--- src/rtl/rvx_pkg.sv ---
// Package for the RV32 subset execute unit: codes, sizes, decoded item type.
// No dependencies; imported by every other file in rtl/.
package rvx_pkg;

    localparam int DATA_DEPTH  = 1024;   // data memory words (power of two)
    localparam int PROG_DEPTH  = 1024;   // program index space (power of two)
    localparam int QUEUE_DEPTH = 2;      // front-to-back queue entries (power of two)

    localparam int DA_W      = $clog2(DATA_DEPTH);
    localparam int PC_W      = $clog2(PROG_DEPTH);
    localparam int NEXT_PC_W = 10;
    localparam int TGT_W     = 10;
    localparam int REG_W     = 5;
    localparam int XLEN      = 32;

    typedef enum logic [4:0] {
        KIND_ADD   = 5'd0,
        KIND_SUB   = 5'd1,
        KIND_SLT   = 5'd2,
        KIND_AND   = 5'd3,
        KIND_OR    = 5'd4,
        KIND_XOR   = 5'd5,
        KIND_SLL   = 5'd6,
        KIND_SRL   = 5'd7,
        KIND_ADDI  = 5'd8,
        KIND_SLTI  = 5'd9,
        KIND_ANDI  = 5'd10,
        KIND_ORI   = 5'd11,
        KIND_XORI  = 5'd12,
        KIND_JALR  = 5'd13,
        KIND_BEQ   = 5'd14,
        KIND_BNE   = 5'd15,
        KIND_BLT   = 5'd16,
        KIND_BGE   = 5'd17,
        KIND_BLE   = 5'd18,
        KIND_J     = 5'd19,
        KIND_JAL   = 5'd20,
        KIND_LI    = 5'd21,
        KIND_LOAD  = 5'd22,
        KIND_STORE = 5'd23,
        KIND_EXIT  = 5'd24
    } kind_t;

    typedef enum logic [3:0] {
        CLS_NOP,
        CLS_ALU,
        CLS_JALR,
        CLS_BRANCH,
        CLS_JAL,
        CLS_LI,
        CLS_LOAD,
        CLS_STORE,
        CLS_EXIT
    } ex_class_t;

    typedef enum logic [2:0] {
        ALU_ADD,
        ALU_SUB,
        ALU_SLT,
        ALU_AND,
        ALU_OR,
        ALU_XOR,
        ALU_SLL,
        ALU_SRL
    } alu_op_t;

    typedef enum logic [2:0] {
        BR_EQ,
        BR_NE,
        BR_LT,
        BR_GE,
        BR_LE,
        BR_ALWAYS
    } br_cond_t;

    typedef enum logic [1:0] {
        BK_CLEAR,
        BK_READ,
        BK_EXEC,
        BK_LOAD
    } bk_state_t;

    typedef struct packed {
        ex_class_t           cls;
        alu_op_t             alu;
        logic                use_imm;
        br_cond_t            cond;
        logic [REG_W-1:0]    rd;
        logic [REG_W-1:0]    rs1;
        logic [REG_W-1:0]    rs2;
        logic [XLEN-1:0]     imm;
        logic [TGT_W-1:0]    tgt;
        logic                known;
        logic                rel;
    } rvx_item_t;

endpackage

--- src/rtl/rvx_queue.sv ---
// Short FIFO of decoded items between front and back end.
// Depends on rvx_pkg.
module rvx_queue (
    input  logic                aclk,
    input  logic                aresetn,
    input  logic                push,
    input  rvx_pkg::rvx_item_t  push_item,
    input  logic                pop,
    output rvx_pkg::rvx_item_t  head_item,
    output logic                full,
    output logic                empty
);
    import rvx_pkg::*;

    localparam int QP_W = (QUEUE_DEPTH > 1) ? $clog2(QUEUE_DEPTH) : 1;
    localparam int QC_W = $clog2(QUEUE_DEPTH + 1);

    rvx_item_t         entry_reg [QUEUE_DEPTH];
    logic [QP_W-1:0]   wr_ptr_reg, rd_ptr_reg;
    logic [QC_W-1:0]   count_reg, count_next;

    assign full      = (count_reg == QC_W'(QUEUE_DEPTH));
    assign empty     = (count_reg == '0);
    assign head_item = entry_reg[rd_ptr_reg];

    always_comb begin
        count_next = count_reg;
        if (push && !pop) begin
            count_next = count_reg + 1'b1;
        end else if (pop && !push) begin
            count_next = count_reg - 1'b1;
        end
    end

    always_ff @(posedge aclk) begin
        if (!aresetn) begin
            wr_ptr_reg <= '0;
            rd_ptr_reg <= '0;
            count_reg  <= '0;
        end else begin
            if (push) begin
                wr_ptr_reg <= wr_ptr_reg + 1'b1;
            end
            if (pop) begin
                rd_ptr_reg <= rd_ptr_reg + 1'b1;
            end
            count_reg <= count_next;
        end
    end

    always_ff @(posedge aclk) begin
        if (push) begin
            entry_reg[wr_ptr_reg] <= push_item;
        end
    end

    a_no_pop_empty: assert property (@(posedge aclk) disable iff (!aresetn)
        pop |-> !empty)
        else $error("queue popped while empty");

    a_count_bound: assert property (@(posedge aclk) disable iff (!aresetn)
        count_reg <= QC_W'(QUEUE_DEPTH))
        else $error("queue count overflow");

endmodule

--- config.mk ---
export PLATFORM = sky130hd
export DESIGN_NAME = rvx_queue
export DESIGN_NICKNAME = d
export VERILOG_FILES = /design/src/rtl/rvx_pkg.sv /design/src/rtl/rvx_queue.sv
export SDC_FILE = /design/constraint.sdc
export NUM_CORES = 1
export LEC_CHECK = 0
export BUFFER_PORTS_ARGS = -buffer_cell sky130_fd_sc_hd__buf_4
export CAP_MARGIN = 15
export CELL_PAD_IN_SITES_DETAIL_PLACEMENT = 0
export CELL_PAD_IN_SITES_GLOBAL_PLACEMENT = 2
export CORE_ASPECT_RATIO = 1.2
export CORE_MARGIN = 5
export CORE_UTILIZATION = 38
export DETAILED_ROUTE_END_ITERATION = 10
export HOLD_SLACK_MARGIN = 0.05
export PLACE_DENSITY = 0.82
export SLEW_MARGIN = 20
export SYNTH_ARGS = -nofsm -noshare
export SYNTH_HDL_FRONTEND = slang
export SYNTH_SLANG_ARGS = --single-unit
export TNS_END_PERCENT = 10
--- constraint.sdc ---
create_clock -name aclk -period 5.8 [get_ports aclk]
set_clock_uncertainty 0.2 [all_clocks]
set_input_delay 0.29 -clock aclk [delete_from_list [all_inputs] [get_ports aclk]]
set_output_delay 0.29 -clock aclk [all_outputs]
set_load 0.02 [all_outputs]
Word level (Yosys, flattened, before mapping)
Memories as Yosys holds them, arrays and structs flattened. A register that Yosys moved wholly into a read port is not among the register bits.
Index checks and enable logic that the tools add are counted.
- input bits: 74
- RAM bits: 140
- bits in registers: 4
- memories kept: 1
- bits in read-only memories: 0
- bits in latches: 0
- div/mod/pow operators: 0
- $add $sub $neg: 4
- muxes and demuxes: 6
- equality and inequality tests: 1
- order comparisons: 0
- shift operators: 0
- multipliers: 0
- reduce and logical (&&, ||, !) cells: 6
- bitwise logic cells: 0
- memories (name ; words ; bits a word ; read ports ; clocked after Yosys merged registers in ; wr ports ; RTL line ; text):
    entry_reg ; 2 ; 70 ; 1 ; 1 ; 1 ; rvx_queue.sv:18 ; rvx_item_t entry_reg [QUEUE_DEPTH];
- operators by type and width (operator ; number):
    $mux 1 ; 4
    $mux 2 ; 2
    $add 1x1->1 const B ; 2
    $add 2x1->2 const B ; 1
    $eq 2x2->1 const B ; 1
    $logic_and 1x1->1 ; 2
    $logic_not 1->1 ; 2
    $logic_not 2->1 ; 1
    $reduce_bool 2->1 ; 1
    $sub 2x1->2 const B ; 1

Depth between registers and ports, before layout
Gate-level depths: netlist of run 1.
- depth after elaboration: 4
- gate-level depth with buffers: 5
- mapped depth without buffers: 5

Worst setup path after synthesis of run 1
OpenSTA, ideal clock, no wires.
- path kind: reg-to-reg
- start: reg wr_ptr_reg
- end: mem entry_reg[0][0] in the netlist's numbering (enable)
- path slack: 1.657 ns
- arrival: 3.435 ns
- period minus slack after synthesis: 4.143 ns
- cell stages (with the launch flop): 2
- cells stage by stage: dfxtp_1 -> nor2b_1
- RTL lines (what ; RTL line ; text):
    start, declared ; rvx_queue.sv:19 ; logic [QP_W-1:0] wr_ptr_reg, rd_ptr_reg;
    start signal, assigned ; rvx_queue.sv:42 ; wr_ptr_reg <= wr_ptr_reg + 1'b1;
    end, declared ; rvx_queue.sv:18 ;
No word-level cell before the write port.

==> flow_summary.json, run 1 <==
{
  "insertedDiodeCount": 0,
  "critPathMaxStageDelay_ps": 940,
  "hp-start": "push",
  "r2r_end": "entry_reg[0][27]",
  "synth-seq-cells": 145,
  "powerDensity_nw_per_um2": 337,
  "drc_errors": 0,
  "nNetsFinal": 545,
  "power.total_w": 0.00264,
  "cts_tree": "yes",
  "synth_xor_area_share_pct": 0.500,
  "row_count": 47,
  "crit_slowest_cell": "dfxtp_4",
  "min_to": "count_reg[1]",
  "setup_tns_ps": 0,
  "cts_resized": 0,
  "critPathMaxFanout": 70,
  "start_util_pct": 38.3,
  "drive_gt1_share_pct": 50.9,
  "clock_path_buffers": 2,
  "critical-path-top-delay-family": "flip-flops",
  "grt_max_degree": 71,
  "yosys_warnings": 0,
  "p_leak_nw": 2.97,
  "area_growth_syn_to_layout_pct": 49.4,
  "clock-root-buffer": "clkbuf_16",
  "largest_reg_flops": 140,
  "synth_top_family_by_area": "multiplexers",
  "antenna_found_initial": 0,
  "syn-instance-count": 240,
  "cp-start-kind": "register",
  "ir_drop_mv": 0.171,
  "htreeDepth": 4,
  "hold_violations": 0,
  "ios": 146,
  "syn_nets": 315,
  "avgViaCountPerCell": 4.48,
  "cp.buffers_inverters": 1,
  "final_max_slew_viol_count": 0,
  "vias": 2931,
  "slew-limit-headroom_pct": 35.3,
  "fmax_mhz": 400,
  "die_w_um": 117,
  "clock_sinks": 145,
  "hp-class": "input port to register",
  "port_buffers": 145,
  "rsz0062_at_grt": "false",
  "die_area_um2": 16300,
  "min_period_over_period_pct": 43.1,
  "wire_per_inst_um": 16.0,
  "place_congestion": 0.662,
  "worstSkewPairLatency_ps": 390,
  "tightest_slew_ps": 971,
  "final_cell_mix": "buf_4, edfxtp_1, dlygate4sd3_1",
  "layout_commonest_cell": "buf_4",
  "grt_pass1_wl_um": 16800,
  "hpwl_um": 6150,
  "yosys.area_share.simple_pct": 1.07,
  "min_period_ps": 2500,
  "drv_cap": 0,
  "die_y_um": 139,
  "drt-initial-drc-count": 91,
  "numCtsBuffers": 17,
  "syn_avg_cell_area_um2": 21.9,
  "first_pass_iters": 4,
  "clk_pin_slew_ps": 60,
  "coreArea_um2": 13700,
  "drt_wl_total_um": 10500,
  "rrSetupSlack_ps": 3550,
  "synth_compound_area_share_pct": 0.381,
  "grt_overflow": 0,
  "ant_nets": 0,
  "path_cells": "mux2_2 > buf_4",
  "synth_area_um2": 5250,
  "synthAdderAreaFrac_pct": 0.238,
  "synth.distinct_cells": 16,
  "seq_area_frac_synth_pct": 82.0,
  "endpoint_kind": "output pin",
  "grt_use_total_pct": 13.0,
  "path_class": "register to output pin",
  "synth_mux_area_share_pct": 15.0,
  "outcome": "completed",
  "ff2ff_path_depth": 2,
  "crit_arrival_ps": 2010,
  "hold_depth": 4,
  "rr_startpoint": "wr_ptr_reg",
  "worstPathRequired_ps": 5310,
  "setup_viol": 0,
  "grt_pass1_vias": 3340
}
==> final cells by class <==
class | count | area [um2]
clock buffers | 21 | 440
clock inverters | 11 | 138
fillers | 1037 | 5860
inverters | 1 | 3.75
multi-input cells | 86 | 913
flip-flops and latches | 145 | 4310
well taps | 171 | 214
repair buffers | 219 | 1830
==> synth_stat cells <==
library cell / n / area share, %
inv_1: 1 / 0.071
and2b_2: 1 / 0.17
mux2_2: 70 / 15
xor2_1: 2 / 0.33
buf_2: 8 / 0.76
edfxtp_1: 140 / 80
nor2b_1: 2 / 0.24
a21boi_1: 1 / 0.14
nor2_1: 1 / 0.071
o21ai_0: 1 / 0.095
ha_1: 1 / 0.24
and2_1: 4 / 0.48
or3_1: 1 / 0.12
xnor2_1: 1 / 0.17
o21a_1: 1 / 0.14
dfxtp_1: 5 / 1.9
==> timing repair <==
item	4_1_cts	5_1_grt
hold buffers	73	0
endpoints found under the hold margin	145	0
buffers inserted	0	0
==> worst max path at each step <==
| stage | start | to | slack [ps] | depth (start not counted) |
|---|---|---|---|---|
| final | register | head_item[67] | 3300 | 2 |
| after global routing | register | head_item[67] | 3180 | 2 |
| after CTS | register | head_item[66] | 3230 | 2 |
| after detailed placement | push | entry_reg[0][8] | 3380 | 3 |
| after global placement | push | entry_reg[0][28] | 3410 | 3 |
| after floorplan | wr_ptr_reg | entry_reg[0][0] | 1660 | 1 |
==> tightest hold or removal path: stages <==
cell and delay, ps:
buf_4 100, ha_1 170, or3_1 120, a21boi_1 60
==> power by group <==
part           switching [W]  leakage, nW  total (W)  internal (W)
logic               0.000155         1.33   0.000340      0.000185
registers          0.0000310         1.36    0.00124       0.00121
clock network       0.000388        0.280    0.00106      0.000673
total               0.000574         2.97    0.00264       0.00207
==> per-layer routing <==
metal / wire [um] / global-route usage [%] / up-vias
met2: 5700 / 23.5 / 92
met5: 0 / 0 / -
li1: - / - / 1404
met1: 3970 / 14.1 / 1422
met3: 650 / 4.57 / 13
met4: 144 / 4.64 / 0
==> cell families (layout without fill, tap and decap cells) <==
logic type | Yosys count | in the layout
buf+inv | 9 | 252
flops | 145 | 145
compound gates | 3 | 3
xor+xnor | 3 | 3
simple gates | 9 | 9
mux | 70 | 70
fa+ha+maj | 1 | 1
==> metrics by stage <==
step	utilization [%]	hold WS [ps]	instance area [um2]	worst slack, ps	instances
finish	57.2	191	7840	3300	654
global route	57.2	207	7840	3180	654
CTS	57.2	179	7840	3230	654
detailed placement	47.7	278	6540	3380	549
global placement	47.7	275	6540	3410	549
floorplan	-	189	5250	1660	240
Note: power is estimated with default switching activity, not from simulation.
==> run 2, diff against run 1 <==
Settings changed: CORE_UTILIZATION 38 to 34, PLACE_DENSITY 0.82 to 0.78.
Clock period 5.8 ns to 2.3 ns, I/O delays scaled along.
==> flow_summary.json, run 2 (synthesized netlist as in run 1, its figures left out) <==
{
  "outcome": "completed",
  "p_leak_nw": 3.02,
  "worstPathRequired_ps": 1990,
  "layout_commonest_cell": "buf_4",
  "drv_cap": 0,
  "drt_wl_total_um": 10800,
  "ios": 146,
  "hold_violations": 0,
  "setup_viol": 0,
  "row_count": 49,
  "numCtsBuffers": 17,
  "clock_sinks": 145,
  "htreeDepth": 4,
  "fmax_mhz": 488,
  "nNetsFinal": 552,
  "final_max_slew_viol_count": 0,
  "endpoint_kind": "output pin",
  "die_area_um2": 18000,
  "cts_resized": 0,
  "cp-start-kind": "register",
  "first_pass_iters": 4,
  "fillers": 1248,
  "tightest_slew_ps": 418,
  "r2r_end": "wr_ptr_reg",
  "slew-limit-headroom_pct": 72.1,
  "area_growth_syn_to_layout_pct": 52.2,
  "die_y_um": 146,
  "hp-class": "input port to register",
  "insertedDiodeCount": 0,
  "ff2ff_path_depth": 4,
  "ant_nets": 0,
  "min_period_ps": 2050,
  "grt_use_total_pct": 12.4,
  "powerDensity_nw_per_um2": 835,
  "multi_input_area_um2": 913,
  "start_util_pct": 34.8,
  "antenna_found_initial": 0,
  "seqCellArea_um2": 4310,
  "vias": 2997,
  "wire_per_inst_um": 15.6,
  "avgViaCountPerCell": 4.32,
  "rr_startpoint": "wr_ptr_reg",
  "cp-endpoint": "head_item[25]",
  "setup_tns_ps": 0,
  "drt-initial-drc-count": 118,
  "postPlaceCellArea_um2": 6660,
  "grt_pass1_vias": 3403,
  "drive_gt1_share_pct": 51.0,
  "final_cell_mix": "buf_4, edfxtp_1, dlygate4sd3_1",
  "crit_arrival_ps": 1730,
  "ir_drop_mv": 0.576,
  "path_class": "register to output pin",
  "clock_path_buffers": 2,
  "min_period_over_period_pct": 89.1,
  "grt_pass1_wl_um": 16800,
  "drc_errors": 0,
  "die_w_um": 123,
  "worstSkewPairLatency_ps": 400,
  "grt_max_degree": 72,
  "place_congestion": 0.691,
  "rsz0062_at_grt": "false",
  "largest_reg_flops": 140,
  "hpwl_um": 6870,
  "rrSetupSlack_ps": 510,
  "port_buffers": 145,
  "clk_pin_slew_ps": 50,
  "coreArea_um2": 15100,
  "critPathMaxFanout": 26,
  "cts_tree": "yes",
  "final_area_um2": 7990,
  "clock-root-buffer": "clkbuf_16",
  "hold_slack_ps": 232,
  "grt_overflow": 0
}
-- run 2: how the worst min path moves through the flow --
stage / from / endpoint / slack, ps / cells after the start
final: push_item[59] / entry_reg[1][59] / 230 / 2
after global routing: push_item[47] / entry_reg[1][47] / 210 / 2
after CTS: push_item[3] / entry_reg[1][3] / 210 / 2
after detailed placement: push_item[40] / entry_reg[0][40] / 100 / 1
after global placement: push_item[22] / entry_reg[0][22] / 100 / 1
after floorplan: push_item[0] / entry_reg[0][0] / 10 / 0
-- run 2: area by class of cell --
| cell class | count | share of cell area (%) |
|---|---|---|
| timing repair buffer | 226 | 24.2 |
| multi-input combinational | 86 | 11.4 |
| inverter | 1 | 0.0470 |
| sequential | 145 | 53.9 |
| tap | 204 | 3.19 |
| clock inverter | 11 | 1.72 |
| clock buffer | 21 | 5.51 |
-- run 2: power by group --
| group | switching [W] | internal (W) |
|---|---|---|
| logic | 0.000430 | 0.000489 |
| registers | 0.0000480 | 0.00305 |
| clock network | 0.000963 | 0.00170 |
-- run 2: worst max-delay path: stages (launching register included) --
cell     delay, ps
dfxtp_4        540
buf_12         240
mux2_2         370
buf_4          160
-- run 2: metal layers --
metal	track usage, %	vias up	part of all wire [%]
li1	-	1423	-
met1	13.0	1471	38
met2	22.1	95	55
met3	5.07	8	6.5
met4	3.99	0	0.78
met5	0	-	0
-- run 2: timing repair --
item	in CTS	in global routing
buffers inserted	0	0
endpoints found under the hold margin	145	0
hold buffers	75	0
-- run 2: through the flow --
stage	total power (W)	setup slack [ps]	cells	utilization, %
after global placement	0.00397	669	587	44.2
after detailed placement	0.00398	649	587	44.2
after global routing	0.00696	168	694	53.0
final	0.00668	252	694	53.0
after CTS	0.00678	198	694	53.0
after floorplan	0.00358	-363	240	-
==> run 3, diff against run 2 <==
Settings changed: CORE_UTILIZATION 34 to 35, CTS_BUF_LIST set to sky130_fd_sc_hd__clkbuf_2 sky130_fd_sc_hd__clkbuf_4 sky130_fd_sc_hd__clkbuf_8, PLACE_DENSITY 0.78 to 0.8.
==> flow_summary.json, run 3 (synthesized netlist as in run 1, its figures left out) <==
{
  "layout_commonest_cell": "buf_4",
  "dpl_worst_slack_ps": 566,
  "die_y_um": 144,
  "start_util_pct": 35.4,
  "die_area_um2": 17600,
  "slew-limit-headroom_pct": 72.4,
  "grt_max_degree": 72,
  "grt_use_total_pct": 12.3,
  "crit_slowest_cell": "dfxtp_4",
  "worstPathRequired_ps": 1990,
  "path_cells": "buf_12 > mux2_2 > buf_4",
  "ant_nets": 0,
  "cts_resized": 0,
  "area_growth_syn_to_layout_pct": 48.2,
  "final_core_util_pct": 52.5,
  "critPathMaxFanout": 26,
  "fmax_mhz": 472,
  "final_cell_mix": "buf_4, edfxtp_1, dlygate4sd3_1",
  "powerDensity_nw_per_um2": 765,
  "p_leak_nw": 2.92,
  "place_congestion": 0.705,
  "critical-path-top-delay-family": "flip-flops",
  "grt_pass1_wl_um": 16100,
  "grt_pass1_vias": 3176,
  "min_period_over_period_pct": 92.2,
  "largest_reg_flops": 140,
  "hold_slack_ps": 207,
  "wire_per_inst_um": 15.5,
  "tightest_slew_ps": 414,
  "clk_pin_slew_ps": 70,
  "cp.buffers_inverters": 2,
  "path_class": "register to output pin",
  "final_cells": 691,
  "drv_cap": 0,
  "power.total_w": 0.00596,
  "avgViaCountPerCell": 4.31,
  "worstSkewPairLatency_ps": 430,
  "nNetsFinal": 550,
  "rsz0062_at_grt": "false",
  "drt_wl_total_um": 10700,
  "endpoint_kind": "output pin",
  "hpwl_um": 6760,
  "numCtsBuffers": 17,
  "fin_ws_ps": 180,
  "port_buffers": 145,
  "setup_viol": 0,
  "coreArea_um2": 14800,
  "critPathMaxStageDelay_ps": 590,
  "grt_overflow": 0,
  "vias": 2979,
  "first_pass_iters": 4,
  "drt-initial-drc-count": 87,
  "hp-class": "input port to register",
  "die_w_um": 122,
  "crit_arrival_ps": 1800,
  "min_period_ps": 2120,
  "cts_tree": "yes",
  "drive_gt1_share_pct": 51.7,
  "row_count": 49,
  "outcome": "completed",
  "htreeDepth": 4,
  "antenna_found_initial": 0,
  "drc_errors": 0,
  "final_max_slew_viol_count": 0,
  "cp-start-kind": "register",
  "clock-root-buffer": "clkbuf_8",
  "clock_path_buffers": 2,
  "ir_drop_mv": 0.473,
  "ios": 146,
  "post-cts-setup-buffer-count": 0,
  "hold_violations": 0,
  "dp.cells": 586,
  "clock_sinks": 145,
  "insertedDiodeCount": 0
}
run 3: cell count changes in the layout (fill, tap and decap cells not counted):
cell           change
buf_4              -1
clkbuf_1           -4
clkbuf_16         -17
clkbuf_4           +1
clkbuf_8          +17
clkinv_2           +2
clkinv_4           -1
clkinvlp_4         +2
dlygate4sd3_1      -1
inv_6              -1
run 3: path summary, 6_finish.rpt:
check,slack (ps),endpoint,cells after the start,from
setup / recovery,180,head_item[7],3,register
hold / removal,210,entry_reg[0][62],2,push_item[62]
setup reg to reg,480,wr_ptr_reg,4,wr_ptr_reg
hold reg to reg,320,count_reg[1],2,count_reg[1]
run 3: layout make-up:
class | count | area, um2
Inverter | 1 | 3.75
Tap cell | 204 | 255
Clock buffer | 18 | 241
Fill cell | 1277 | 7050
Sequential cell | 145 | 4310
Multi-Input combinational cell | 86 | 913
Clock inverter | 13 | 145
Timing Repair Buffer | 224 | 1920
run 3: stage by stage:
stage	setup TNS, ps	cell area [um2]
2_1_floorplan	-25380	5260
3_3_place_gp	0	6660
3_5_place_dp	0	6660
4_1_cts	0	7780
5_1_grt	0	7780
6_report	0	7780
run 3: per-layer routing:
layer / share of wire (%) / up-vias / global-route usage, %
met3: 8.2 / 17 / 5.48
met1: 38 / 1448 / 13.1
met2: 53 / 103 / 21.5
met4: 1.6 / 0 / 4.84
li1: - / 1411 / -
met5: 0 / - / 0
run 3: where the power goes:
| group | switching [W] | internal, W | total [W] | leakage (nW) |
|---|---|---|---|---|
| logic | 0.000424 | 0.000486 | 0.000910 | 1.37 |
| registers | 0.0000521 | 0.00305 | 0.00310 | 1.36 |
| clock network | 0.000888 | 0.00106 | 0.00195 | 0.194 |
run 3: repair_timing:
action,in CTS,in global routing
endpoints found under the hold margin,145,0
hold buffers,74,0
endpoints found under the setup margin,0,0
