File: src/rtl/rvx_pkg.sv
// Package for the RV32 subset execute unit: codes, sizes, decoded item type.
// No dependencies; imported by every other file in rtl/.
package rvx_pkg;

    localparam int DATA_DEPTH  = 1024;   // data memory words (power of two)
    localparam int PROG_DEPTH  = 1024;   // program index space (power of two)
    localparam int QUEUE_DEPTH = 2;      // front-to-back queue entries (power of two)

    localparam int DA_W      = $clog2(DATA_DEPTH);
    localparam int PC_W      = $clog2(PROG_DEPTH);
    localparam int NEXT_PC_W = 10;
    localparam int TGT_W     = 10;
    localparam int REG_W     = 5;
    localparam int XLEN      = 32;

    typedef enum logic [4:0] {
        KIND_ADD   = 5'd0,
        KIND_SUB   = 5'd1,
        KIND_SLT   = 5'd2,
        KIND_AND   = 5'd3,
        KIND_OR    = 5'd4,
        KIND_XOR   = 5'd5,
        KIND_SLL   = 5'd6,
        KIND_SRL   = 5'd7,
        KIND_ADDI  = 5'd8,
        KIND_SLTI  = 5'd9,
        KIND_ANDI  = 5'd10,
        KIND_ORI   = 5'd11,
        KIND_XORI  = 5'd12,
        KIND_JALR  = 5'd13,
        KIND_BEQ   = 5'd14,
        KIND_BNE   = 5'd15,
        KIND_BLT   = 5'd16,
        KIND_BGE   = 5'd17,
        KIND_BLE   = 5'd18,
        KIND_J     = 5'd19,
        KIND_JAL   = 5'd20,
        KIND_LI    = 5'd21,
        KIND_LOAD  = 5'd22,
        KIND_STORE = 5'd23,
        KIND_EXIT  = 5'd24
    } kind_t;

    typedef enum logic [3:0] {
        CLS_NOP,
        CLS_ALU,
        CLS_JALR,
        CLS_BRANCH,
        CLS_JAL,
        CLS_LI,
        CLS_LOAD,
        CLS_STORE,
        CLS_EXIT
    } ex_class_t;

    typedef enum logic [2:0] {
        ALU_ADD,
        ALU_SUB,
        ALU_SLT,
        ALU_AND,
        ALU_OR,
        ALU_XOR,
        ALU_SLL,
        ALU_SRL
    } alu_op_t;

    typedef enum logic [2:0] {
        BR_EQ,
        BR_NE,
        BR_LT,
        BR_GE,
        BR_LE,
        BR_ALWAYS
    } br_cond_t;

    typedef enum logic [1:0] {
        BK_CLEAR,
        BK_READ,
        BK_EXEC,
        BK_LOAD
    } bk_state_t;

    typedef struct packed {
        ex_class_t           cls;
        alu_op_t             alu;
        logic                use_imm;
        br_cond_t            cond;
        logic [REG_W-1:0]    rd;
        logic [REG_W-1:0]    rs1;
        logic [REG_W-1:0]    rs2;
        logic [XLEN-1:0]     imm;
        logic [TGT_W-1:0]    tgt;
        logic                known;
        logic                rel;
    } rvx_item_t;

endpackage

File: src/rtl/rvx_front.sv
// Front end: takes input items and classifies them into a decoded item.
// Depends on rvx_pkg.
module rvx_front (
    input  logic                      s_valid,
    output logic                      s_ready,
    input  logic [4:0]                s_kind,
    input  logic [4:0]                s_dest_reg,
    input  logic [4:0]                s_src1_reg,
    input  logic [4:0]                s_src2_reg,
    input  logic signed [31:0]        s_immediate,
    input  logic [9:0]                s_target_pc,
    input  logic                      s_target_known,
    input  logic                      s_jump_relative,
    input  logic                      q_full,
    input  logic                      clearing,
    output logic                      q_push,
    output rvx_pkg::rvx_item_t        q_item
);
    import rvx_pkg::*;

    assign s_ready = !q_full && !clearing;
    assign q_push  = s_valid && s_ready;

    always_comb begin
        q_item         = '0;
        q_item.cls     = CLS_NOP;
        q_item.alu     = ALU_ADD;
        q_item.cond    = BR_ALWAYS;
        q_item.use_imm = 1'b0;
        q_item.rd      = s_dest_reg;
        q_item.rs1     = s_src1_reg;
        q_item.rs2     = s_src2_reg;
        q_item.imm     = $unsigned(s_immediate);
        q_item.tgt     = s_target_pc;
        q_item.known   = s_target_known;
        q_item.rel     = s_jump_relative;
        case (s_kind)
            KIND_ADD:   begin q_item.cls = CLS_ALU; q_item.alu = ALU_ADD; end
            KIND_SUB:   begin q_item.cls = CLS_ALU; q_item.alu = ALU_SUB; end
            KIND_SLT:   begin q_item.cls = CLS_ALU; q_item.alu = ALU_SLT; end
            KIND_AND:   begin q_item.cls = CLS_ALU; q_item.alu = ALU_AND; end
            KIND_OR:    begin q_item.cls = CLS_ALU; q_item.alu = ALU_OR;  end
            KIND_XOR:   begin q_item.cls = CLS_ALU; q_item.alu = ALU_XOR; end
            KIND_SLL:   begin q_item.cls = CLS_ALU; q_item.alu = ALU_SLL; end
            KIND_SRL:   begin q_item.cls = CLS_ALU; q_item.alu = ALU_SRL; end
            KIND_ADDI:  begin
                q_item.cls = CLS_ALU; q_item.alu = ALU_ADD; q_item.use_imm = 1'b1;
            end
            KIND_SLTI:  begin
                q_item.cls = CLS_ALU; q_item.alu = ALU_SLT; q_item.use_imm = 1'b1;
            end
            KIND_ANDI:  begin
                q_item.cls = CLS_ALU; q_item.alu = ALU_AND; q_item.use_imm = 1'b1;
            end
            KIND_ORI:   begin
                q_item.cls = CLS_ALU; q_item.alu = ALU_OR; q_item.use_imm = 1'b1;
            end
            KIND_XORI:  begin
                q_item.cls = CLS_ALU; q_item.alu = ALU_XOR; q_item.use_imm = 1'b1;
            end
            KIND_JALR:  q_item.cls = CLS_JALR;
            KIND_BEQ:   begin q_item.cls = CLS_BRANCH; q_item.cond = BR_EQ; end
            KIND_BNE:   begin q_item.cls = CLS_BRANCH; q_item.cond = BR_NE; end
            KIND_BLT:   begin q_item.cls = CLS_BRANCH; q_item.cond = BR_LT; end
            KIND_BGE:   begin q_item.cls = CLS_BRANCH; q_item.cond = BR_GE; end
            KIND_BLE:   begin q_item.cls = CLS_BRANCH; q_item.cond = BR_LE; end
            KIND_J:     begin q_item.cls = CLS_BRANCH; q_item.cond = BR_ALWAYS; end
            KIND_JAL:   q_item.cls = CLS_JAL;
            KIND_LI:    q_item.cls = CLS_LI;
            KIND_LOAD:  q_item.cls = CLS_LOAD;
            KIND_STORE: q_item.cls = CLS_STORE;
            KIND_EXIT:  q_item.cls = CLS_EXIT;
            default:    q_item.cls = CLS_NOP;   // unused codes just advance pc
        endcase
    end

endmodule

File: config.mk
export PLATFORM = sky130hd
export DESIGN_NAME = rvx_front
export DESIGN_NICKNAME = d
export VERILOG_FILES = /design/src/rtl/rvx_pkg.sv /design/src/rtl/rvx_front.sv
export SDC_FILE = /design/constraint.sdc
export NUM_CORES = 1
export LEC_CHECK = 0
export BUFFER_PORTS_ARGS = -buffer_cell sky130_fd_sc_hd__buf_2
export CORE_AREA = 2 2 55 57
export DETAILED_ROUTE_END_ITERATION = 10
export DIE_AREA = 0 0 57 59
export PLACE_DENSITY_LB_ADDON = 0.12
export SLEW_MARGIN = 20
export SYNTH_ARGS = -nofsm -noshare
export SYNTH_HDL_FRONTEND = slang
export SYNTH_SLANG_ARGS = --single-unit
File: constraint.sdc
create_clock -name vclk -period 0.8
set_input_delay 0.04 -clock vclk [all_inputs]
set_output_delay 0.04 -clock vclk [all_outputs]
set_load 0.1 [all_outputs]
After elaboration in Yosys (flattened, before gate mapping). Cells that the tools add are included.

Reductions and logical operators: 12. Muxes and demuxes: 4. Equality and inequality tests: 24.

Operator list (count): equality test 5 bit, second input constant (9); equality test 5 x 4 -> 1 bit, second input constant (8); case mux 4 bit (8 select lines) (1); case mux 3 bit (7 select lines) (1); equality test 5 x 3 -> 1 bit, second input constant (4); case mux 3 bit (5 select lines) (1); OR reduction 13 bit (1); equality test 5 x 2 -> 1 bit, second input constant (2); OR reduction 2 bit (4); OR reduction 6 bit (1); equality test 5 x 1 -> 1 bit, second input constant (1); logical NOT 5 bit (1); OR reduction 5 bit (1); logical AND 1 bit (2); logical NOT 1 bit (2); two-way mux 1 bit (1).

Bits in registers: 0. Output and inout port bits: 72. Input bits: 67. Logic and storage cells: 40.

Logic depth before layout (Yosys ltp). Gate-level depths: netlist of the first run.

Depth in word-level cells: 3. Depth in mapped cells: 3. Mapped depth without buffers: 2.

Least setup slack after synthesis of the first run. Ideal clock, no wire load.

Kind: in2out. From: input s_kind[1]. To: output q_item[61] (netlist bit). Data arrival time: 3102 ps. Stages: 3. Path slack: -2342 ps. Required time: 760 ps. Path buffers: 1. Cell sequence: buf_2 nor4b_2 nor2b_1.

RTL lines: from (decl) (RTL line rvx_front.sv:6) `input logic [4:0] s_kind,`; to (decl) (RTL line rvx_front.sv:17) `output rvx_pkg::rvx_item_t q_item`.

==> results.txt, run 1 <==
Result of the run: finished with violations
Failing checks: negative setup slack
Topmost layer with routed signal wires: met4
Vias in the first global route: 440
Full die area: 3363 µm²
Setup CP Type: input port to output pin
Total setup violations reported at the end of the flow: 11
DR vias: 462
Number of slew-limit violations in the final report: 0
First-iteration detailed-routing DRC count: 1
First-pass GRT wire length: 2.063 mm
Via density per instance: 4.667
Cell with the most instances after synthesis: sky130_fd_sc_hd__buf_4
Number of antenna violations at the first check in global routing: 0
Cell total after placement: 93
Crit path setup slack, layout: -172.1 ps
Slew at the pin closest to its max-slew limit: 287.3 ps
Post-Layout Cell Count: 99
Global router's overall resource usage: 0.07270
Drt total wl: 1.403 mm
Static leakage: 0.0003994 µW
Remaining DRCs: 0
Required time of the worst setup path: 760 ps
Port Buffer Count: 21
Area occupied by registers: 0 µm²
Most frequent cells after synthesis: 60 x sky130_fd_sc_hd__buf_4, 4 x sky130_fd_sc_hd__buf_2, 3 x sky130_fd_sc_hd__nand3b_1, 3 x sky130_fd_sc_hd__nand4b_1
Unrepaired setup endpoints after global routing: yes
Total congestion overflow: 0
Worst slew margin relative to its limit: 0.8071
Timing-limited maximum frequency: 1.029 GHz
Standard cell area after detailed placement: 748.2 µm²
Net total in the final layout: 137
Cell Rows: 19
Layout Utilization: 0.3435
Cell Pwr Density: 800.9 nW/µm²
Post-synthesis to final-layout area growth: 29.62%
Ant diodes: 0
Layout sequential cell count: 0
Cell type with the highest aggregate area in the netlist: sky130_fd_sc_hd__buf_4
Critical-path maximum fanout: 5
Share of cells above drive strength 1: 0.8088
Path category of the worst min-delay check: input port to output pin
Post-placement setup slack: -294.8 ps
Met3 wire length: 192 µm
Hold buffers post-CTS: 0
Number of warnings issued by yosys: 0
Wire length per cell after detailed routing: 14.17 µm
Post-Synthesis Mean Instance Area: 7.640 µm²
Boundary Pins: 139
Global placement routability congestion: 0.6224
Core Region: 2710 µm²
Crit path capture type: output pin
Final hold violation count: 0
Final critical path time including I/O delays and setup: 972.1 ps
Met1 Routed Length: 493 µm
Netlist cell types: 26
Gate Count Post-Synth: 94
Number of clock buffers in the layout: 0
Data arrival time of the critical path: 930 ps
Dpl hpwl: 1.051 mm
Syn Nets: 161
Synth area leaders: sky130_fd_sc_hd__buf_4 63%, sky130_fd_sc_hd__nand4b_1 3.7%, sky130_fd_sc_hd__nand3b_1 3.1%
Peak ir drop on the vdd network: 0.4132 mV
Netlist Area Pre-Place: 718.2 µm²
Post-DRT Antenna Nets: 0
Y dimension of the die: 59 µm
Starting density of the core: 0.2650
Fraction of the yosys area taken by sequential cells: 0
Number of max-cap violations: 0
Final standard cell area without fillers: 930.9 µm²
Die X-Extent: 57 µm
Number of iterations in the first detailed-routing pass: 3
Routed length on met2: 675 µm
Critical path launch point type: input port
Post-route clock period utilization: 1.215
Share of Yosys cell area claimed by the top area cell type: 0.6272
Maximum number of pins on one net before global-route repair: 9
report_power, final:
| part | internal (µW) | leakage, µW | total [µW] | switching, µW |
|---|---|---|---|---|
| Sequential | 0 | 0 | 0 | 0 |
| Clock | 0 | 0 | 0 | 0 |
| Combinational | 334 | 0.000399 | 746 | 411 |
cells in the final DEF, fill, tap and decap left out:
cell                       synthesis  layout
sky130_fd_sc_hd__nand4b_1          3       3
sky130_fd_sc_hd__buf_4            60       7
sky130_fd_sc_hd__buf_16            0       1
sky130_fd_sc_hd__or2b_1            1       1
sky130_fd_sc_hd__a211oi_4          0       1
sky130_fd_sc_hd__o32ai_4           0       1
sky130_fd_sc_hd__nor2_4            0       1
sky130_fd_sc_hd__nor2b_4           0       1
sky130_fd_sc_hd__xnor2_1           1       1
sky130_fd_sc_hd__nand3b_4          1       1
sky130_fd_sc_hd__and3b_2           0       1
sky130_fd_sc_hd__and3_4            0       1
sky130_fd_sc_hd__o211a_1           1       1
sky130_fd_sc_hd__inv_1             1       1
sky130_fd_sc_hd__buf_2             4       3
sky130_fd_sc_hd__buf_8             0       2
sky130_fd_sc_hd__o22ai_4           0       1
sky130_fd_sc_hd__and3b_4           0       1
sky130_fd_sc_hd__o21a_1            1       1
sky130_fd_sc_hd__buf_12            0      16
sky130_fd_sc_hd__nand3b_1          3       3
sky130_fd_sc_hd__nand4_1           1       1
sky130_fd_sc_hd__nor4b_4           0       1
sky130_fd_sc_hd__or3b_4            0       2
sky130_fd_sc_hd__buf_6             0       9
sky130_fd_sc_hd__a21o_4            0       1
sky130_fd_sc_hd__nand2_1           1       1
sky130_fd_sc_hd__nand2b_4          0       1
sky130_fd_sc_hd__nor3_2            0       1
sky130_fd_sc_hd__o21ai_2           0       1
sky130_fd_sc_hd__and2_4            0       1
path summary, 6_finish.rpt:
| check | startpoint | cells past startpoint | to |
|---|---|---|---|
| max | s_kind[3] | 5 | q_item[63] |
| min | s_jump_relative | 0 | q_item[0] |
cell families (layout without fill, tap and decap cells):
group	after synthesis	count (layout)	share of synthesized area
simple gates	21	21	0.2370
xor+xnor	1	1	0.01220
compound gates	7	7	0.09060
buf+inv	65	39	0.6603
timing repair:
| item | CTS | global route |
|---|---|---|
| endpoints found under the setup margin | 11 | 11 |
| gates cloned | 1 | 0 |
| setup buffers | 4 | 1 |
| resized for setup | 25 | 8 |
| pin swaps | 8 | 8 |
metrics by stage:
step | setup TNS (ps) | total power [µW] | hold WS, ps
floorplan | -3895 | 1820 | 177.9
global placement | -2027 | 646.8 | 80.68
detailed placement | -1998 | 647.2 | 80.68
CTS | -1378 | 726.5 | 80.68
global route | -1580 | 771.3 | 80.14
finish | -1251 | 745.6 | 80.04
layer usage:
layer | track usage | vias up
met5 | 0 | -
met4 | 0.03322 | 0
met3 | 0.02620 | 12
met2 | 0.1264 | 42
met1 | 0.07937 | 208
li1 | - | 200
worst max-delay path, cell delays in order:
cell,delay [ps]
sky130_fd_sc_hd__buf_12,90
sky130_fd_sc_hd__buf_12,100
sky130_fd_sc_hd__or3b_4,380
sky130_fd_sc_hd__o22ai_4,130
sky130_fd_sc_hd__buf_12,190
cell type report:
class	instances	area, µm²
Inverter	1	3.754
Tap cell	31	38.79
Multi-Input combinational cell	29	341.6
Fill cell	301	1779
Timing Repair Buffer	38	546.8
Note: power is estimated with default switching activity, not from simulation.
==> run 2: changes to the inputs <==
Settings changed: REMOVE_ABC_BUFFERS set to 1.
==> run 2 against run 1 <==
Against the previous run: the flow still finishes with violations (negative setup slack); combinational power is 7.5% lower; non-clock buffer count decreased by 4; critical endpoint is now q_item[59]; sequential share of layout area unchanged; final cell count is 4.0% lower; sequential cell count unchanged; count of clock-buffer cells in the layout unchanged; via count grew 13%; maximum frequency grew 3.4%; setup slack better by 32 ps; first-iteration DRC count grew to 10 times the previous value.
==> results.txt, run 2 (same netlist as run 1, synthesis figures left out) <==
Result of the run: finished with violations
Cell Rows: 19 (unchanged)
Commonest non-fill, non-tap cells in the layout: 14 x sky130_fd_sc_hd__buf_12, 8 x sky130_fd_sc_hd__buf_6, 5 x sky130_fd_sc_hd__buf_4, 4 x sky130_fd_sc_hd__buf_8
Drt total wl: 4.958 mm (+250%)
DR vias: 522 (+13%)
Y dimension of the die: 59 µm (unchanged)
Timing-limited maximum frequency: 1.064 GHz (+3.4%)
Setup CP Type: input port to output pin
Most Used Layer, Global Route: met2
Number of max-cap violations: 0 (unchanged)
Met1 routing resource usage after global routing: 0.09284 (+0.01347)
Endpoint of the worst hold path: q_item[7]
Number of iterations in the first detailed-routing pass: 3 (unchanged)
Standard cell area after detailed placement: 646.9 µm² (-14%)
First-iteration detailed-routing DRC count: 10 (+9)
Post-Layout Cell Count: 95 (-4.0%)
Cell total after placement: 92 (-1.1%)
Worst hold path cell count: 0 (unchanged)
Global router's overall resource usage: 0.2838 (+0.2111)
Slew at the pin closest to its max-slew limit: 257.7 ps (-29.63 ps)
Layout sequential cell count: 0 (unchanged)
Post-DRT Antenna Nets: 0 (unchanged)
Crit path setup slack, layout: -140.0 ps (+32.07 ps)
Final critical path time including I/O delays and setup: 940.0 ps (-32.07 ps)
Unrepaired setup endpoints after global routing: yes
Port Buffer Count: 21 (unchanged)
Net switching power figure: 399.3 µW (-2.9%)
Hold buffers post-CTS: 0 (unchanged)
Failing checks: negative setup slack
Launch point of the worst hold path: s_target_pc[5]
Fraction of power consumed by sequential logic: 0 (unchanged)
Core Region: 2710 µm² (unchanged)
Share of cells above drive strength 1: 0.7031 (-0.1057)
Critical path launch point type: input port
Starting density of the core: 0.2650 (unchanged)
Global-route met3 utilization: 0.3799 (+0.3537)
Die X-Extent: 57 µm (unchanged)
Internal power contribution: 290.3 µW (-13%)
Final hold violation count: 0 (unchanged)
Total congestion overflow: 0 (unchanged)
Vias in the first global route: 509 (+16%)
Comb pwr share: 1.000 (about the same)
Static leakage: 0.0003534 µW (-12%)
Wire length per cell after detailed routing: 52.19 µm (+270%)
Final standard cell area without fillers: 829.5 µm² (-11%)
Cell Pwr Density: 831.3 nW/µm² (+3.8%)
Post-Route Hold Slack: 80.62 ps (+0.5712 ps)
Boundary Pins: 139 (unchanged)
Layout Utilization: 0.3061 (-0.03740)
Remaining DRCs: 0 (unchanged)
Power, Total: 689.6 µW (-7.5%)
Full die area: 3363 µm² (unchanged)
Number of slew-limit violations in the final report: 0 (unchanged)
First-pass GRT wire length: 6.023 mm (+190%)
Fraction of power consumed by the clock network: 0 (unchanged)
Number of antenna violations at the first check in global routing: 0 (unchanged)
Net switching fraction of the power: 0.5791 (+0.02731)
Global placement routability congestion: 0.8977 (+44%)
Required time of the worst setup path: 760 ps (about the same)
Net total in the final layout: 133 (-2.9%)
Dpl hpwl: 4.609 mm (+340%)
Via density per instance: 5.495 (+18%)
Maximum number of pins on one net before global-route repair: 11 (+2)
Peak ir drop on the vdd network: 0.3904 mV (-5.5%)
Post-synthesis to final-layout area growth: 15.51%
Data arrival time of the critical path: 900 ps (-30 ps)
Worst slew margin relative to its limit: 0.8270 (+0.01989)
Total setup violations reported at the end of the flow: 10 (-1)
Number of clock buffers in the layout: 0 (unchanged)
Area occupied by registers: 0 µm² (unchanged)
Ant diodes: 0 (unchanged)
Critical-path maximum fanout: 5 (unchanged)
Crit path capture type: output pin
Leading cell type in the layout, fill and taps excluded: sky130_fd_sc_hd__buf_12
Met2 demand-to-capacity share in global routing: 0.5616 (+0.4351)
Post-route clock period utilization: 1.175 (-0.04009)
Path category of the worst min-delay check: input port to output pin
run 2: cell count changes in the layout (fill, tap and decap cells not counted), sizes merged:
cell,before,now
buf,38,34
run 2: stage by stage:
stage	worst slack, ps	TNS (ps)
after floorplan	-2183	-10270
after global placement	-257.5	-1824
after detailed placement	-242.2	-1812
after CTS	-151.9	-1017
after global routing	-180.0	-1259
final	-140.0	-965.2
run 2: power by group through the flow:
stage | logic [µW] | clock network [µW] | registers (µW)
after floorplan | 327 | 0 | 0
after global routing | 712 | 0 | 0
after CTS | 679 | 0 | 0
final | 690 | 0 | 0
after detailed placement | 581 | 0 | 0
after global placement | 581 | 0 | 0
run 2: area by class of cell:
type                            count  area, µm²
Multi-Input combinational cell     29      304.0
Tap cell                           31      38.79
Fill cell                         300       1881
Timing Repair Buffer               34      483.0
Inverter                            1      3.754
run 2: what timing repair did:
action,in CTS,in global routing
endpoints found under the hold margin,0,0
cloned,0,0
pin swaps,10,6
setup buffers,3,0
endpoints found under the setup margin,11,10
resized for setup,35,4
run 2: critical path, stage by stage:
cell,delay [ps]
sky130_fd_sc_hd__buf_8,110
sky130_fd_sc_hd__or3b_4,390
sky130_fd_sc_hd__a21o_1,190
sky130_fd_sc_hd__buf_12,170
run 2: how the worst max path moves through the flow:
stage / from / to / slack [ps] / cells past startpoint
CTS: s_kind[2] / q_item[59] / -150 / 4
global route: s_kind[3] / q_item[60] / -180 / 5
global placement: s_kind[0] / q_item[63] / -260 / 4
finish: s_kind[2] / q_item[59] / -140 / 4
detailed placement: s_kind[0] / q_item[63] / -240 / 4
floorplan: s_kind[3] / q_item[61] / -2180 / 2
run 2: metal layers:
metal | routed length [µm] | vias up
met1 | 529 | 220
met2 | 2770 | 97
li1 | - | 191
met3 | 1407 | 12
met4 | 216 | 2
met5 | 34 | -
==> run 3: changes to the inputs <==
Clock period 0.8 ns to 0.9 ns, I/O delays scaled along.
==> run 3 against run 2 <==
Against the previous run: the flow still finishes with violations (negative setup slack); total power is 12% lower; die area stayed put; first-iteration DRC count is 40% lower; core utilization is 0.55 points lower; critical path depth stayed put; count of clock-buffer cells in the layout stayed put; sequential share of layout area stayed put; critical endpoint unchanged; largest cell class unchanged.
==> results.txt, run 3 (same netlist as run 1, synthesis figures left out) <==
Number of max-cap violations: 0 (unchanged)
Static leakage: 0.0003473 µW (-1.7%)
Dpl hpwl: 4.622 mm (+0.27%)
First-iteration detailed-routing DRC count: 6 (-4)
Worst hold path cell count: 0 (unchanged)
Standard cell with the maximum stage delay on the critical path: sky130_fd_sc_hd__or3b_4
Final critical path time including I/O delays and setup: 949.7 ps
Remaining DRCs: 0 (unchanged)
Delay of the slowest cell on the worst path: 390 ps (about the same)
Power, Total: 606.9 µW (-12%)
DR vias: 522 (unchanged)
Final standard cell area without fillers: 814.5 µm² (-1.8%)
Failing checks: negative setup slack
Slew at the pin closest to its max-slew limit: 256.9 ps (-0.7917 ps)
Area occupied by registers: 0 µm² (unchanged)
Core Region: 2710 µm² (unchanged)
Total setup violations reported at the end of the flow: 6 (-4)
Number of iterations in the first detailed-routing pass: 3 (unchanged)
Hold buffers post-CTS: 0 (unchanged)
Required time of the worst setup path: 850 ps (+90 ps)
Total congestion overflow: 0 (unchanged)
Peak ir drop on the vdd network: 0.3714 mV (-4.9%)
Critical-path maximum fanout: 6 (+1)
Family with the most delay on the worst path: simple AND/OR/NAND/NOR gates
Layout filler cell count: 290 (-3.3%)
Data arrival time of the critical path: 900 ps (about the same)
Unrepaired setup endpoints after global routing: yes
Vias in the first global route: 490 (-3.7%)
Setup CP Type: input port to output pin
Boundary Pins: 139 (unchanged)
Drt total wl: 4.912 mm (-0.93%)
Standard cell area after detailed placement: 646.9 µm² (unchanged)
Maximum number of pins on one net before global-route repair: 11 (unchanged)
Post-synthesis to final-layout area growth: 13.41%
Post-DRT Antenna Nets: 0 (unchanged)
Result of the run: finished with violations
Die X-Extent: 57 µm (unchanged)
Crit path setup slack, layout: -49.71 ps (+90.27 ps)
Launch point of the worst hold path: s_target_pc[5]
Cell Pwr Density: 745.1 nW/µm² (-10%)
Port Buffer Count: 21 (unchanged)
Starting density of the core: 0.2650 (unchanged)
Critical path launch point type: input port
Layout sequential cell count: 0 (unchanged)
Net total in the final layout: 133 (unchanged)
Leading cell type in the layout, fill and taps excluded: sky130_fd_sc_hd__buf_12
Path category of the worst min-delay check: input port to output pin
Buffering stage count on the worst path with inverters included: 2 (unchanged)
Share of cells above drive strength 1: 0.7188 (+0.01563)
Global placement routability congestion: 0.8977 (unchanged)
Wire length per cell after detailed routing: 51.71 µm (-0.93%)
Ant diodes: 0 (unchanged)
Y dimension of the die: 59 µm (unchanged)
Layout Utilization: 0.3006 (-0.005540)
Via density per instance: 5.495 (unchanged)
Endpoint of the worst hold path: q_item[7]
Cell Rows: 19 (unchanged)
Number of antenna violations at the first check in global routing: 0 (unchanged)
Commonest non-fill, non-tap cells in the layout: 14 x sky130_fd_sc_hd__buf_12, 9 x sky130_fd_sc_hd__buf_4, 4 x sky130_fd_sc_hd__buf_8, 4 x sky130_fd_sc_hd__buf_6
Worst slew margin relative to its limit: 0.8275 (about the same)
Global router's overall resource usage: 0.2824 (-0.001373)
First-pass GRT wire length: 5.968 mm (-0.91%)
Crit path capture type: output pin
Number of clock buffers in the layout: 0 (unchanged)
Final hold violation count: 0 (unchanged)
Worst Setup SP: s_kind[3]
Post-route clock period utilization: 1.055
Timing-limited maximum frequency: 1.053 GHz
Setup TNS after final layout: -142.7 ps (+822.6 ps)
Full die area: 3363 µm² (unchanged)
Post-placement setup slack: -154.3 ps (+87.90 ps)
Number of slew-limit violations in the final report: 0 (unchanged)
List of cells traversed by the critical path: buf_8 -> or3b_4 -> a21o_1 -> buf_12
==> run 3: cell counts in the layout (fill, tap and decap cells not counted) <==
Identical to the previous run, type by type.
==> run 3: through the flow <==
stage	hold WS, ps	std cells
floorplan	90.00	30
global placement	91.81	92
detailed placement	91.81	92
CTS	91.81	95
global route	90.58	95
finish	90.76	95
==> run 3: metal layers <==
| metal | global-route usage | routed length [µm] | vias up |
|---|---|---|---|
| met4 | 0.1030 | 233 | 2 |
| li1 | - | - | 190 |
| met3 | 0.3821 | 1399 | 12 |
| met1 | 0.09416 | 537 | 219 |
| met2 | 0.5501 | 2707 | 99 |
| met5 | 0.07937 | 34 | - |
==> run 3: what timing repair did <==
action | in CTS | in global routing
setup buffers | 3 | 0
pin swaps | 10 | 8
gates resized for setup | 28 | 8
setup endpoints to repair | 10 | 10
==> run 3: where the power goes <==
group	switching, µW	internal (µW)	leakage [µW]	total [µW]
Clock	0	0	0	0
Combinational	354	252	0.000347	607
Sequential	0	0	0	0
Total	354	252	0.000347	607
==> run 3: worst max path at each step <==
stage                       to  slack (ps)  depth (start not counted)
floorplan           q_item[61]       -2090                          2
global placement    q_item[63]        -170                          4
detailed placement  q_item[59]        -150                          4
CTS                 q_item[59]         -70                          4
global route        q_item[69]         -70                          6
finish              q_item[59]         -50                          4
==> run 3: layout make-up <==
cell class         count  area, µm²  area share
inverters              1      3.754    0.004608
multi-input cells     29      304.0      0.3733
repair buffers        34      467.9      0.5745
well taps             31      38.79     0.04762
